<file path="src/rtl/core/bol_pkg.sv">
package bol_pkg;

	localparam int DEPTH     = 16;
	localparam int WORD_BITS = 32;

	localparam int POS_W  = $clog2(DEPTH);
	localparam int CNT_W  = $clog2(DEPTH + 1);
	localparam int CMD_W  = 3;
	localparam int IDX_W  = 5;
	localparam int VAL_W  = 32;
	localparam int RDV_W  = 32;
	localparam int FND_W  = 5;
	localparam int REM_W  = 5;
	localparam int OCNT_W = 5;
	localparam int STAT_W = 2;
	localparam int CMP_W  = (IDX_W > CNT_W) ? IDX_W : CNT_W;

	localparam logic [CMD_W-1:0] CMD_APPEND  = 3'd0;
	localparam logic [CMD_W-1:0] CMD_INSERT  = 3'd1;
	localparam logic [CMD_W-1:0] CMD_DROP    = 3'd2;
	localparam logic [CMD_W-1:0] CMD_DELETE  = 3'd3;
	localparam logic [CMD_W-1:0] CMD_PURGE   = 3'd4;
	localparam logic [CMD_W-1:0] CMD_FIND    = 3'd5;
	localparam logic [CMD_W-1:0] CMD_READ    = 3'd6;

	localparam logic [STAT_W-1:0] ST_OK    = 2'd0;
	localparam logic [STAT_W-1:0] ST_RANGE = 2'd1;
	localparam logic [STAT_W-1:0] ST_FULL  = 2'd2;
	localparam logic [STAT_W-1:0] ST_EMPTY = 2'd3;

	localparam logic signed [FND_W-1:0] FOUND_NONE = 5'sh1F;

	typedef enum logic [2:0] {
		CELL_HOLD   = 3'd0,
		CELL_APPEND = 3'd1,
		CELL_INSERT = 3'd2,
		CELL_DELETE = 3'd3,
		CELL_PURGE  = 3'd4
	} cell_op_t;

	typedef struct packed {
		cell_op_t               op;
		logic [IDX_W-1:0]       index;
		logic [CNT_W-1:0]       count;
		logic [WORD_BITS-1:0]   value;
	} cell_ctrl_t;

endpackage

</file>
<file path="src/rtl/core/bol_req_if.sv">
interface bol_req_if;
	logic                         valid;
	logic                         ready;
	logic [bol_pkg::CMD_W-1:0]    cmd;
	logic [bol_pkg::IDX_W-1:0]    index;
	logic [bol_pkg::VAL_W-1:0]    value;

	modport source (output valid, output cmd, output index, output value, input ready);
	modport sink   (input valid, input cmd, input index, input value, output ready);
endinterface

</file>
<file path="src/rtl/core/bol_rsp_if.sv">
interface bol_rsp_if;
	logic                                valid;
	logic                                ready;
	logic [bol_pkg::RDV_W-1:0]           read_value;
	logic signed [bol_pkg::FND_W-1:0]    found_index;
	logic [bol_pkg::REM_W-1:0]           removed_count;
	logic [bol_pkg::OCNT_W-1:0]          count;
	logic [bol_pkg::STAT_W-1:0]          status;

	modport source (output valid, output read_value, output found_index, output removed_count,
		output count, output status, input ready);
	modport sink   (input valid, input read_value, input found_index, input removed_count,
		input count, input status, output ready);
endinterface

</file>
<file path="src/rtl/core/bol_cell.sv">
module bol_cell (
	input  logic                           clk,
	input  logic [bol_pkg::POS_W-1:0]      pos,
	input  bol_pkg::cell_ctrl_t            ctrl,
	input  logic [bol_pkg::WORD_BITS-1:0]  left,
	input  logic [bol_pkg::WORD_BITS-1:0]  right,
	input  logic                           hit_in,
	output logic [bol_pkg::WORD_BITS-1:0]  entry,
	output logic                           hit_out,
	output logic                           first,
	output logic [bol_pkg::WORD_BITS-1:0]  rd_data
);

	logic [bol_pkg::WORD_BITS-1:0] entry_q;
	logic [bol_pkg::WORD_BITS-1:0] entry_d;
	logic [bol_pkg::CMP_W-1:0]     p;
	logic [bol_pkg::CMP_W-1:0]     i;
	logic [bol_pkg::CMP_W-1:0]     c;
	logic                          live;
	logic                          match;

	assign p       = bol_pkg::CMP_W'(pos);
	assign i       = bol_pkg::CMP_W'(ctrl.index);
	assign c       = bol_pkg::CMP_W'(ctrl.count);
	assign live    = p < c;
	assign match   = live && (entry_q == ctrl.value);
	assign hit_out = hit_in | match;
	assign first   = match & ~hit_in;
	assign rd_data = (p == i) ? entry_q : '0;
	assign entry   = entry_q;

	always_comb begin
		entry_d = entry_q;
		case (ctrl.op)
			bol_pkg::CELL_APPEND: begin
				if (p == c) begin
					entry_d = ctrl.value;
				end
			end
			bol_pkg::CELL_INSERT: begin
				if (p == i) begin
					entry_d = ctrl.value;
				end else if (p > i && p <= c) begin
					entry_d = left;
				end
			end
			bol_pkg::CELL_DELETE: begin
				if (p >= i) begin
					entry_d = right;
				end
			end
			bol_pkg::CELL_PURGE: begin
				if (hit_out) begin
					entry_d = right;
				end
			end
			default: begin
				entry_d = entry_q;
			end
		endcase
	end

	always_ff @(posedge clk) begin
		entry_q <= entry_d;
	end

endmodule

</file>
<file path="src/rtl/core/bounded_ordered_list.sv">
// Flow: an accepted request moves to S_EXEC, and its result and result valid are
//   registered as it leaves S_EXEC; delete all matches first removes one entry per cycle.
// Requests are taken only in S_IDLE, so a new request is not accepted until the last
//   one finishes; a waiting result holds execute only.
// Reset: arst_n clears the entry count, the control state and the result valid;
//   entry storage is not cleared.
module bounded_ordered_list (
	input  logic      clk,
	input  logic      arst_n,
	bol_req_if.sink   req,
	bol_rsp_if.source rsp
);

	typedef enum logic [1:0] {
		S_IDLE = 2'b01,
		S_EXEC = 2'b10
	} state_t;

	localparam int D = bol_pkg::DEPTH;
	localparam int W = bol_pkg::WORD_BITS;

	state_t                         state_q;
	logic [bol_pkg::CMD_W-1:0]      cmd_q;
	logic [bol_pkg::IDX_W-1:0]      index_q;
	logic [W-1:0]                   value_q;
	logic [bol_pkg::CNT_W-1:0]      count_q;
	logic [bol_pkg::CNT_W-1:0]      removed_q;

	logic                           rsp_valid_q;
	logic [bol_pkg::RDV_W-1:0]      read_value_q;
	logic signed [bol_pkg::FND_W-1:0] found_index_q;
	logic [bol_pkg::REM_W-1:0]      removed_count_q;
	logic [bol_pkg::OCNT_W-1:0]     count_out_q;
	logic [bol_pkg::STAT_W-1:0]     status_q;

	bol_pkg::cell_ctrl_t            ctrl;
	logic [W-1:0]                   entry_w [D];
	logic [W-1:0]                   rd_w    [D];
	logic [D:0]                     hit_w;
	logic [D-1:0]                   first_w;

	logic [W-1:0]                   rd_all;
	logic [bol_pkg::POS_W-1:0]      found_pos;

	logic                           accept;
	logic                           out_free;
	logic                           finish;
	logic [bol_pkg::CNT_W-1:0]      count_d;
	logic [bol_pkg::CNT_W-1:0]      removed_d;
	logic [bol_pkg::CNT_W-1:0]      res_removed;
	logic [W-1:0]                   res_rd;
	logic signed [bol_pkg::FND_W-1:0] res_found;
	logic [bol_pkg::STAT_W-1:0]     res_status;
	logic                           full;
	logic                           empty;
	logic [bol_pkg::CMP_W-1:0]      idx_c;
	logic [bol_pkg::CMP_W-1:0]      cnt_c;

	assign req.ready = (state_q == S_IDLE);
	assign accept    = req.valid && req.ready;
	assign out_free  = !rsp_valid_q || rsp.ready;

	assign rsp.valid         = rsp_valid_q;
	assign rsp.read_value    = read_value_q;
	assign rsp.found_index   = found_index_q;
	assign rsp.removed_count = removed_count_q;
	assign rsp.count         = count_out_q;
	assign rsp.status        = status_q;

	assign hit_w[0] = 1'b0;

	for (genvar g = 0; g < D; g++) begin : g_cell
		logic [W-1:0] left_w;
		logic [W-1:0] right_w;
		if (g == 0) begin : g_first
			assign left_w = '0;
		end else begin : g_mid
			assign left_w = entry_w[g-1];
		end
		if (g == D - 1) begin : g_last
			assign right_w = '0;
		end else begin : g_next
			assign right_w = entry_w[g+1];
		end
		bol_cell u_cell (
			.clk     (clk),
			.pos     (bol_pkg::POS_W'(g)),
			.ctrl    (ctrl),
			.left    (left_w),
			.right   (right_w),
			.hit_in  (hit_w[g]),
			.entry   (entry_w[g]),
			.hit_out (hit_w[g+1]),
			.first   (first_w[g]),
			.rd_data (rd_w[g])
		);
	end

	always_comb begin
		rd_all    = '0;
		found_pos = '0;
		for (int k = 0; k < D; k++) begin
			rd_all = rd_all | rd_w[k];
			if (first_w[k]) begin
				found_pos = found_pos | bol_pkg::POS_W'(k);
			end
		end
	end

	assign full  = (count_q == bol_pkg::CNT_W'(D));
	assign empty = (count_q == '0);
	assign idx_c = bol_pkg::CMP_W'(index_q);
	assign cnt_c = bol_pkg::CMP_W'(count_q);

	always_comb begin
		ctrl.op     = bol_pkg::CELL_HOLD;
		ctrl.index  = index_q;
		ctrl.count  = count_q;
		ctrl.value  = value_q;
		finish      = 1'b0;
		count_d     = count_q;
		removed_d   = removed_q;
		res_removed = '0;
		res_rd      = '0;
		res_found   = bol_pkg::FOUND_NONE;
		res_status  = bol_pkg::ST_OK;
		if (state_q == S_EXEC) begin
			if (cmd_q == bol_pkg::CMD_PURGE) begin
				if (hit_w[D]) begin
					ctrl.op   = bol_pkg::CELL_PURGE;
					count_d   = count_q - 1'b1;
					removed_d = removed_q + 1'b1;
				end else if (out_free) begin
					finish      = 1'b1;
					res_removed = removed_q;
				end
			end else if (out_free) begin
				finish = 1'b1;
				case (cmd_q)
					bol_pkg::CMD_APPEND: begin
						if (full) begin
							res_status = bol_pkg::ST_FULL;
						end else begin
							ctrl.op = bol_pkg::CELL_APPEND;
							count_d = count_q + 1'b1;
						end
					end
					bol_pkg::CMD_INSERT: begin
						if (idx_c > cnt_c) begin
							res_status = bol_pkg::ST_RANGE;
						end else if (full) begin
							res_status = bol_pkg::ST_FULL;
						end else begin
							ctrl.op = bol_pkg::CELL_INSERT;
							count_d = count_q + 1'b1;
						end
					end
					bol_pkg::CMD_DROP: begin
						if (empty) begin
							res_status = bol_pkg::ST_EMPTY;
						end else begin
							count_d     = count_q - 1'b1;
							res_removed = bol_pkg::CNT_W'(1);
						end
					end
					bol_pkg::CMD_DELETE: begin
						if (empty) begin
							res_status = bol_pkg::ST_EMPTY;
						end else if (idx_c >= cnt_c) begin
							res_status = bol_pkg::ST_RANGE;
						end else begin
							ctrl.op     = bol_pkg::CELL_DELETE;
							count_d     = count_q - 1'b1;
							res_removed = bol_pkg::CNT_W'(1);
						end
					end
					bol_pkg::CMD_FIND: begin
						if (hit_w[D]) begin
							res_found = bol_pkg::FND_W'(found_pos);
						end
					end
					bol_pkg::CMD_READ: begin
						if (idx_c >= cnt_c) begin
							res_status = bol_pkg::ST_RANGE;
						end else begin
							res_rd = rd_all;
						end
					end
					default: begin
						res_status = bol_pkg::ST_OK;
					end
				endcase
			end
		end
	end

	always_ff @(posedge clk or negedge arst_n) begin
		if (!arst_n) begin
			state_q     <= S_IDLE;
			count_q     <= '0;
			removed_q   <= '0;
			rsp_valid_q <= 1'b0;
		end else begin
			count_q   <= count_d;
			removed_q <= accept ? '0 : removed_d;
			if (accept) begin
				state_q <= S_EXEC;
			end else if (finish) begin
				state_q <= S_IDLE;
			end
			if (finish) begin
				rsp_valid_q <= 1'b1;
			end else if (rsp.ready) begin
				rsp_valid_q <= 1'b0;
			end
		end
	end

	always_ff @(posedge clk) begin
		if (accept) begin
			cmd_q   <= req.cmd;
			index_q <= req.index;
			value_q <= W'(req.value);
		end
		if (finish) begin
			read_value_q    <= bol_pkg::RDV_W'(res_rd);
			found_index_q   <= res_found;
			removed_count_q <= bol_pkg::REM_W'(res_removed);
			count_out_q     <= bol_pkg::OCNT_W'(count_d);
			status_q        <= res_status;
		end
	end

endmodule

</file>
<file path="src/flat_wrapper.sv">
// flat-port wrapper written by rule: the top's interface ports become plain ports
module bounded_ordered_list_flat 
  (clk, arst_n, req_valid, req_cmd, req_index, req_value, req_ready, rsp_valid, rsp_read_value, rsp_found_index, rsp_removed_count, rsp_count, rsp_status, rsp_ready);
  bol_req_if req_i ();
  bol_rsp_if rsp_i ();
  input  logic clk;
  input  logic arst_n;
  input wire logic [$bits(req_i.valid)-1:0] req_valid;
  input wire logic [$bits(req_i.cmd)-1:0] req_cmd;
  input wire logic [$bits(req_i.index)-1:0] req_index;
  input wire logic [$bits(req_i.value)-1:0] req_value;
  output wire logic [$bits(req_i.ready)-1:0] req_ready;
  output wire logic [$bits(rsp_i.valid)-1:0] rsp_valid;
  output wire logic [$bits(rsp_i.read_value)-1:0] rsp_read_value;
  output wire logic [$bits(rsp_i.found_index)-1:0] rsp_found_index;
  output wire logic [$bits(rsp_i.removed_count)-1:0] rsp_removed_count;
  output wire logic [$bits(rsp_i.count)-1:0] rsp_count;
  output wire logic [$bits(rsp_i.status)-1:0] rsp_status;
  input wire logic [$bits(rsp_i.ready)-1:0] rsp_ready;
  assign req_i.valid = req_valid;
  assign req_i.cmd = req_cmd;
  assign req_i.index = req_index;
  assign req_i.value = req_value;
  assign req_ready = req_i.ready;
  assign rsp_valid = rsp_i.valid;
  assign rsp_read_value = rsp_i.read_value;
  assign rsp_found_index = rsp_i.found_index;
  assign rsp_removed_count = rsp_i.removed_count;
  assign rsp_count = rsp_i.count;
  assign rsp_status = rsp_i.status;
  assign rsp_i.ready = rsp_ready;
  bounded_ordered_list u_core (.clk(clk), .arst_n(arst_n), .req(req_i), .rsp(rsp_i));
endmodule
</file>
<file path="config.mk">
export PLATFORM = sky130hd
export DESIGN_NAME = bounded_ordered_list_flat
export DESIGN_NICKNAME = d
export VERILOG_FILES = /design/src/rtl/core/bol_pkg.sv /design/src/rtl/core/bol_req_if.sv /design/src/rtl/core/bol_rsp_if.sv /design/src/rtl/core/bol_cell.sv /design/src/rtl/core/bounded_ordered_list.sv /design/src/flat_wrapper.sv
export SDC_FILE = /design/constraint.sdc
export NUM_CORES = 2
export LEC_CHECK = 0
export BUFFER_PORTS_ARGS = -buffer_cell sky130_fd_sc_hd__buf_2
export CAP_MARGIN = 30
export CELL_PAD_IN_SITES_DETAIL_PLACEMENT = 1
export CELL_PAD_IN_SITES_GLOBAL_PLACEMENT = 1
export CORE_UTILIZATION = 46
export DETAILED_ROUTE_END_ITERATION = 12
export PLACE_DENSITY_LB_ADDON = 0.1
export SLEW_MARGIN = 5
export SYNTH_ARGS = -nofsm -noshare
export SYNTH_HDL_FRONTEND = slang
export SYNTH_SLANG_ARGS = --single-unit
</file>
<file path="constraint.sdc">
create_clock -name clk -period 7.1 [get_ports clk]
set_input_delay 1.065 -clock clk [delete_from_list [all_inputs] [get_ports clk]]
set_output_delay 1.065 -clock clk [all_outputs]
set_load 0.1 [all_outputs]
</file>
# After elaboration in Yosys (flattened, before gate mapping)

Index checks and enable logic that the tools add are counted.

Logic and storage cells: 531
Register bits after elaboration: 614

Equality and inequality tests: 123
Bitwise logic cells: 65
Mux-type cells: 174
Add/sub/neg operators: 3
Order comparisons: 66
Reduce and logical (&&, ||, !) cells: 68

Operators with widths:

| kind                                                              | count |
|---|---|
| 2-to-1 mux 32 bit                                                 | 96 |
| one-hot mux 32 bit (4 select lines)                               | 16 |
| equality test 32 bit                                              | 16 |
| OR 32 bit                                                         | 15 |
| 2-to-1 mux 5 bit                                                  | 19 |
| inequality test 2 bit (second input constant)                     | 47 |
| equality test 4 x 5 -> 1 bit (first input constant)               | 16 |
| AND reduction 5 bit                                               | 16 |
| inequality test 3 bit (second input constant)                     | 16 |
| equality test 3 x 5 -> 1 bit (first input constant)               | 8 |
| greater-or-equal comparator 4 x 5 -> 1 bit (first input constant) | 8 |
| > comparator 4 x 5 -> 1 bit (first input constant)                | 8 |
| <= comparator 4 x 5 -> 1 bit (first input constant)               | 8 |
| < comparator 4 x 5 -> 1 bit (first input constant)                | 8 |
| logical AND 1 bit                                                 | 33 |
| 2-to-1 mux 4 bit                                                  | 8 |
| 2-to-1 mux 3 bit                                                  | 10 |
| equality test 2 x 5 -> 1 bit (first input constant)               | 4 |
| greater-or-equal comparator 3 x 5 -> 1 bit (first input constant) | 4 |
| > comparator 3 x 5 -> 1 bit (first input constant)                | 4 |
| <= comparator 3 x 5 -> 1 bit (first input constant)               | 4 |
| < comparator 3 x 5 -> 1 bit (first input constant)                | 4 |
| 2-to-1 mux 2 bit                                                  | 10 |
| NOT 1 bit                                                         | 20 |
| other kinds (41)                                                  | 101 |

# Logic depth before layout (Yosys ltp)

Word-level depth: 23
Depth in mapped cells: 17
Mapped depth without buffers: 11

# Hierarchy

A second synthesis with hierarchy kept.

Cell total of the unflattened synthesis: 4202
Area total of the unflattened synthesis: 43857.1 µm²

By module, submodules not included:

| module                                  | times used | cells each | area an instance (µm²) |
|---|---|---|---|
| bol_cell (u_core.g_cell[15].u_cell ...) | 10         | 232        | 2424.8 |
| bol_cell (u_core.g_cell[0].u_cell ...)  | 5          | 233        | 2373.5 |
| bounded_ordered_list                    | 1          | 483        | 5392.7 |
| bol_cell (u_core.g_cell[11].u_cell)     | 1          | 234        | 2348.5 |

# Least setup slack after synthesis

No wires, ideal clock.

Kind: register to register
Start: register u_core.count_q (netlist bit u_core.cnt_c[4])
End: register u_core.g_cell[7].u_cell.entry_q (netlist bit u_core.g_cell[7].u_cell.entry[0]), enable pin
Setup time: 0.502 ns
Clock period less this slack: 6.867 ns
Setup slack: 0.233 ns
Data arrival time: 6.365 ns
Stages on the path, launching flop included: 17
Data required time: 6.598 ns
Cell sequence: dfrtp_1 buf_2 clkbuf_1 inv_1 ha_1 a21oi_1 o21ai_0 o21ai_0 nand2_1 or3_1 clkbuf_1 nand2b_1 nor2_4 buf_6 and2_1 buf_2 nor4_1

Longest elaborated chain between the ends: 23
Elaborated cells between the ends (all ways): 74
Those cells by class: 19 x order compare; 10 x eq/ne; 10 x mux; 15 x bitwise; 20 x reduce/logical

Ends and longest elaborated chain:

| element                                                        | line                        | text |
|---|---|---|
| from (decl)                                                    | bounded_ordered_list.sv:26  | `logic [bol_pkg::CNT_W-1:0] count_q;` |
| from (signal assigned)                                         | bounded_ordered_list.sv:204 | `count_q <= count_d;` |
| < comparator 1 x 5 -> 1 bit                                    | bol_cell.sv:25              | `assign live = p < c;` |
| logical AND 1 bit                                              | bol_cell.sv:26              | `assign match = live && (entry_q == ctrl.value);` |
| OR 1 bit (15 in a row)                                         | bol_cell.sv:27              | `assign hit_out = hit_in \| match;` |
| 2-to-1 mux 3 bit                                               | bounded_ordered_list.sv:129 | `if (hit_w[D]) begin` |
| 2-to-1 mux 3 bit                                               | bounded_ordered_list.sv:128 | `if (cmd_q == bol_pkg::CMD_PURGE) begin` |
| 2-to-1 mux 3 bit                                               | bounded_ordered_list.sv:127 | `if (state_q == S_EXEC) begin` |
| equality test 3 x 2 -> 1 bit (tied with other cells)           | bol_cell.sv:34              | `case (ctrl.op)` |
| inequality test 3 bit (no source line) (tied with other cells) | --                          |  |
| AND reduction 5 bit (no source line) (*)                       | --                          |  |
| to (signal assigned)                                           | bol_cell.sv:64              | `entry_q <= entry_d;` |
| to (decl)                                                      | bol_cell.sv:14              | `logic [bol_pkg::WORD_BITS-1:0] entry_q;` |

Every way passes the cells marked *; elsewhere a longest branch is shown, timed or not.
A chain may end at the register's enable or synchronous reset.

# Worst setup path after layout

Start: register u_core.value_q[11]
End: register u_core.g_cell[13].u_cell.entry_q (netlist bit u_core.g_cell[13].u_cell.entry[14]), enable pin

Longest elaborated chain between the ends: 23
Elaborated cells between the ends (all ways): 60
Those cells by class: 24 x eq/ne; 3 x mux; 15 x bitwise; 18 x reduce/logical

Ends and longest elaborated chain:

| element                                                        | line                        | text |
|---|---|---|
| from (decl)                                                    | bounded_ordered_list.sv:25  | `logic [W-1:0] value_q;` |
| from (signal assigned)                                         | bounded_ordered_list.sv:223 | `value_q <= W'(req.value);` |
| equality test 32 bit                                           | bol_cell.sv:26              |  |
| logical AND 1 bit                                              | bol_cell.sv:26              |  |
| OR 1 bit (15 in a row)                                         | bol_cell.sv:27              |  |
| 2-to-1 mux 3 bit                                               | bounded_ordered_list.sv:129 |  |
| 2-to-1 mux 3 bit                                               | bounded_ordered_list.sv:128 |  |
| 2-to-1 mux 3 bit                                               | bounded_ordered_list.sv:127 |  |
| equality test 3 x 2 -> 1 bit (tied with other cells)           | bol_cell.sv:34              |  |
| inequality test 3 bit (no source line) (tied with other cells) | --                          |  |
| AND reduction 5 bit (no source line) (*)                       | --                          |  |
| to (signal assigned)                                           | bol_cell.sv:64              |  |
| to (decl)                                                      | bol_cell.sv:14              |  |

Marked as above.

==> results.yml <==
synthesis:
  syn_area_per_cell_um2: 9.22
  synth-seq-cells: 614
  mappedNetlistNets: 4754
  netlist_area_um2: 43300
  syn_inst: 4699
  synth-seq-area-share_pct: 42.4
  synth_cell_types: 79
  synth_ff_type: "edfxtp_1"
  async_reset_ff_share_pct: 2.12
  yosysWarnings: 0
  synth_edf_count: 601
routing:
  first_iter_violations: 9043
  vias: 45631
  vias_per_cell: 7.72
  routedWlPerCell_um: 46.4
  routed_wl_mm: 274
  first_pass_iters: 7
  antenna_left: 0
  drc_errors: 0
sta:
  finalSetupViolCount: 0
  fmax_ghz: 0.168
  period_needed_ns: 5.94
  slew_headroom_pct: 21.9
  finalCritPeriodShare_pct: 83.7
  drv_slew: 0
  worst_pin_slew_ns: 1.16
  grt_setup_unrepaired: "no"
  timing.final.ws_setup_ns: 1.16
  fin_tns_setup_ns: 0
  skew_ns: 0.0472
  hold_viol: 0
worst_setup_path:
  cp_top_family: "simple AND/OR/NAND/NOR gates"
  cp_slowest_cell: "xnor2_1"
  criticalPathCategory: "reg2reg"
  worstPathCellList: "buf_4 -> xnor2_1 -> nand2_1 -> nor4_1 -> and4_1 -> nor4_4 -> a41oi_4 -> nor2_4 -> and2_1 -> buf_16 -> nor3_2 -> buf_4"
  path_max_fanout: 18
  max_stage_delay_ns: 0.79
  cpMostUsedCell: "buf_4"
  crit_required_ns: 7.41
  worstSetupEndpointType: "flip-flop"
  critPathLaunchType: "flip-flop"
  path_buf_inv: 3
  cp.arrival_ns: 6.25
clocking:
  clk_latency_ns: 0.71
  clock-root-buffer: "clkbuf_16"
  htreeDepth: 3
  cts_tree: "yes"
  cts.clk_slew.worst_paths_ns: 0.06
  clk_path_buf_depth: 3
  cts.sinks: 614
  cts_resized: 0
  post-cts-setup-buffers: 0
  cts_buffers: 74
  cts_hold_buf: 0
floorplanning:
  rows: 112
  die_h_um: 309
  dieArea_um2: 95400
  core_area_um2: 93300
  die_w_um: 309
  initial_core_util_pct: 46.4
  pin_count: 95
place:
  dp_hpwl_mm: 196
  io_buffers: 94
  place_area_um2: 44600
  routabilityCongestion: 1.17
  dp_slack_ns: 1.59
grt:
  grt_pass1_vias: 41666
  overflow: 0
  grt_use_met2_pct: 78.8
  grt_start_max_net_pins: 174
  gr-usage-met3_pct: 21.5
  grt_pass1_wl_mm: 365
  grt_usage_pct: 56.2
  use_met1_pct: 69.4
  antenna_found_initial: 24
  top_usage_layer: "met2"
cells_and_area:
  drive_gt1_share_pct: 10.6
  design_area_um2: 47100
  final_common_cell: "nand2_1"
  area_growth_pct: 8.63
  layout.nets: 4642
  final_cell_mix: "1,120 x nand2_1, 601 x edfxtp_1, 538 x a21oi_1, 396 x a211o_1, 261 x xor2_1"
pwr:
  p_per_area_nw_per_um2: 310
  ir_drop_mv: 0.262
  total_power_w: 0.0146
  p_leak_nw: 17.4
outcome:
  status: "finished, final reports clean"
worst_hold_path:
  hold_path.class: "in2async"
flow_run:
  drv_cap: 0
-- state kept, by name (all words and copies together) (netlist names), 3 cells and up --
| register | cells |
|---|---|
| u_core.value_q | 32 |
| u_core.cnt_c | 5 |
| u_core.rsp.removed_count | 5 |
| u_core.idx_c | 5 |
| u_core.removed_q | 5 |
| u_core.cmd_q | 3 |
| u_core.rsp.read_value | 32 |
| u_core.rsp.found_index | 5 |
| u_core.rsp.count | 5 |
| u_core.g_cell.u_cell.entry | 512 |
-- per-layer routing --
| layer | vias to the layer above | share of wire [%] |
|---|---|---|
| li1 | 17109 | - |
| met1 | 22521 | 35 |
| met2 | 4721 | 40 |
| met3 | 1258 | 15 |
| met4 | 22 | 10 |
| met5 | - | 0.089 |
-- power by group --
group          internal (W)  total [W]  switching, W
sequential          0.00459    0.00523      0.000645
clock               0.00216    0.00387       0.00170
combinational       0.00137    0.00551       0.00415
-- metrics by stage --
step	util, %	std cells	hold WS [ns]
finish	50.4	5907	0.288
CTS	50.2	5883	0.286
detailed placement	47.8	5754	0.562
floorplan	-	4699	0.501
global route	50.4	5896	0.306
global placement	47.6	5743	0.525
-- cell type report --
type                            instances  area (µm²)
Tap cell                             1254        1570
Sequential cell                       614       18400
Timing Repair Buffer                  290        2250
Clock buffer                           96        2000
Antenna cell                           13        32.5
Inverter                               14        52.6
Clock inverter                         33         315
Fill cell                           10606       46300
Multi-Input combinational cell       3593       22500
-- cell usage after synthesis, types with 12 or more instances --
cell | instances | area [µm²]
o21ai_0 | 64 | 320
buf_2 | 77 | 385
inv_1 | 13 | 48.8
nand3_1 | 29 | 145
and2_4 | 23 | 201
nand2_1 | 1125 | 4220
a221o_1 | 47 | 470
xnor2_1 | 257 | 2250
and2_1 | 13 | 81.3
or4_1 | 13 | 97.6
buf_6 | 87 | 980
clkbuf_1 | 260 | 976
mux2i_1 | 47 | 470
a211o_1 | 396 | 3470
nand4_1 | 114 | 713
or3_1 | 17 | 106
a222oi_1 | 15 | 150
nor3_1 | 53 | 265
a22oi_1 | 21 | 158
a31oi_1 | 41 | 257
xor2_1 | 261 | 2290
and3_1 | 16 | 100
nor2_1 | 85 | 319
a221oi_1 | 84 | 736
dfrtp_1 | 12 | 300
buf_4 | 47 | 353
a21oi_1 | 539 | 2700
nor4_1 | 120 | 751
a22o_1 | 79 | 692
edfxtp_1 | 601 | 18000
-- logic make-up after synthesis --
logic type | after synthesis | synth area share, %
AO/OA/AOI/OAI | 1336 | 21.7
XOR/XNOR | 518 | 10.5
buffers and inverters | 492 | 6.40
adder cells (fa/ha/maj) | 11 | 0.318
AND/OR/NAND/NOR | 1680 | 17.6
multiplexers | 48 | 1.11
flip-flops | 614 | 42.4
-- worst paths after layout --
kind / startpoint / to / slack (ns) / cells after the start
max in group asynchronous: arst_n / u_core.state_q[0]$_DFFE_PN1P_ / 6.52 / 1
min reg2reg: u_core.state_q[0]$_DFFE_PN1P_ / u_core.state_q[0]$_DFFE_PN1P_ / 0.57 / 1
min: arst_n / u_core.rsp.valid$_DFFE_PN0P_ / 0.29 / 1
min in group clk: req_value[20] / u_core.value_q[20]$_DFFE_PP_ / 0.56 / 1
max: u_core.value_q[11]$_DFFE_PP_ / u_core.g_cell[13].u_cell.entry[14]$_DFFE_PP_ / 1.16 / 12
max reg2reg: u_core.value_q[11]$_DFFE_PP_ / u_core.g_cell[13].u_cell.entry[14]$_DFFE_PP_ / 1.16 / 12
(Power assumes the default switching activity.)
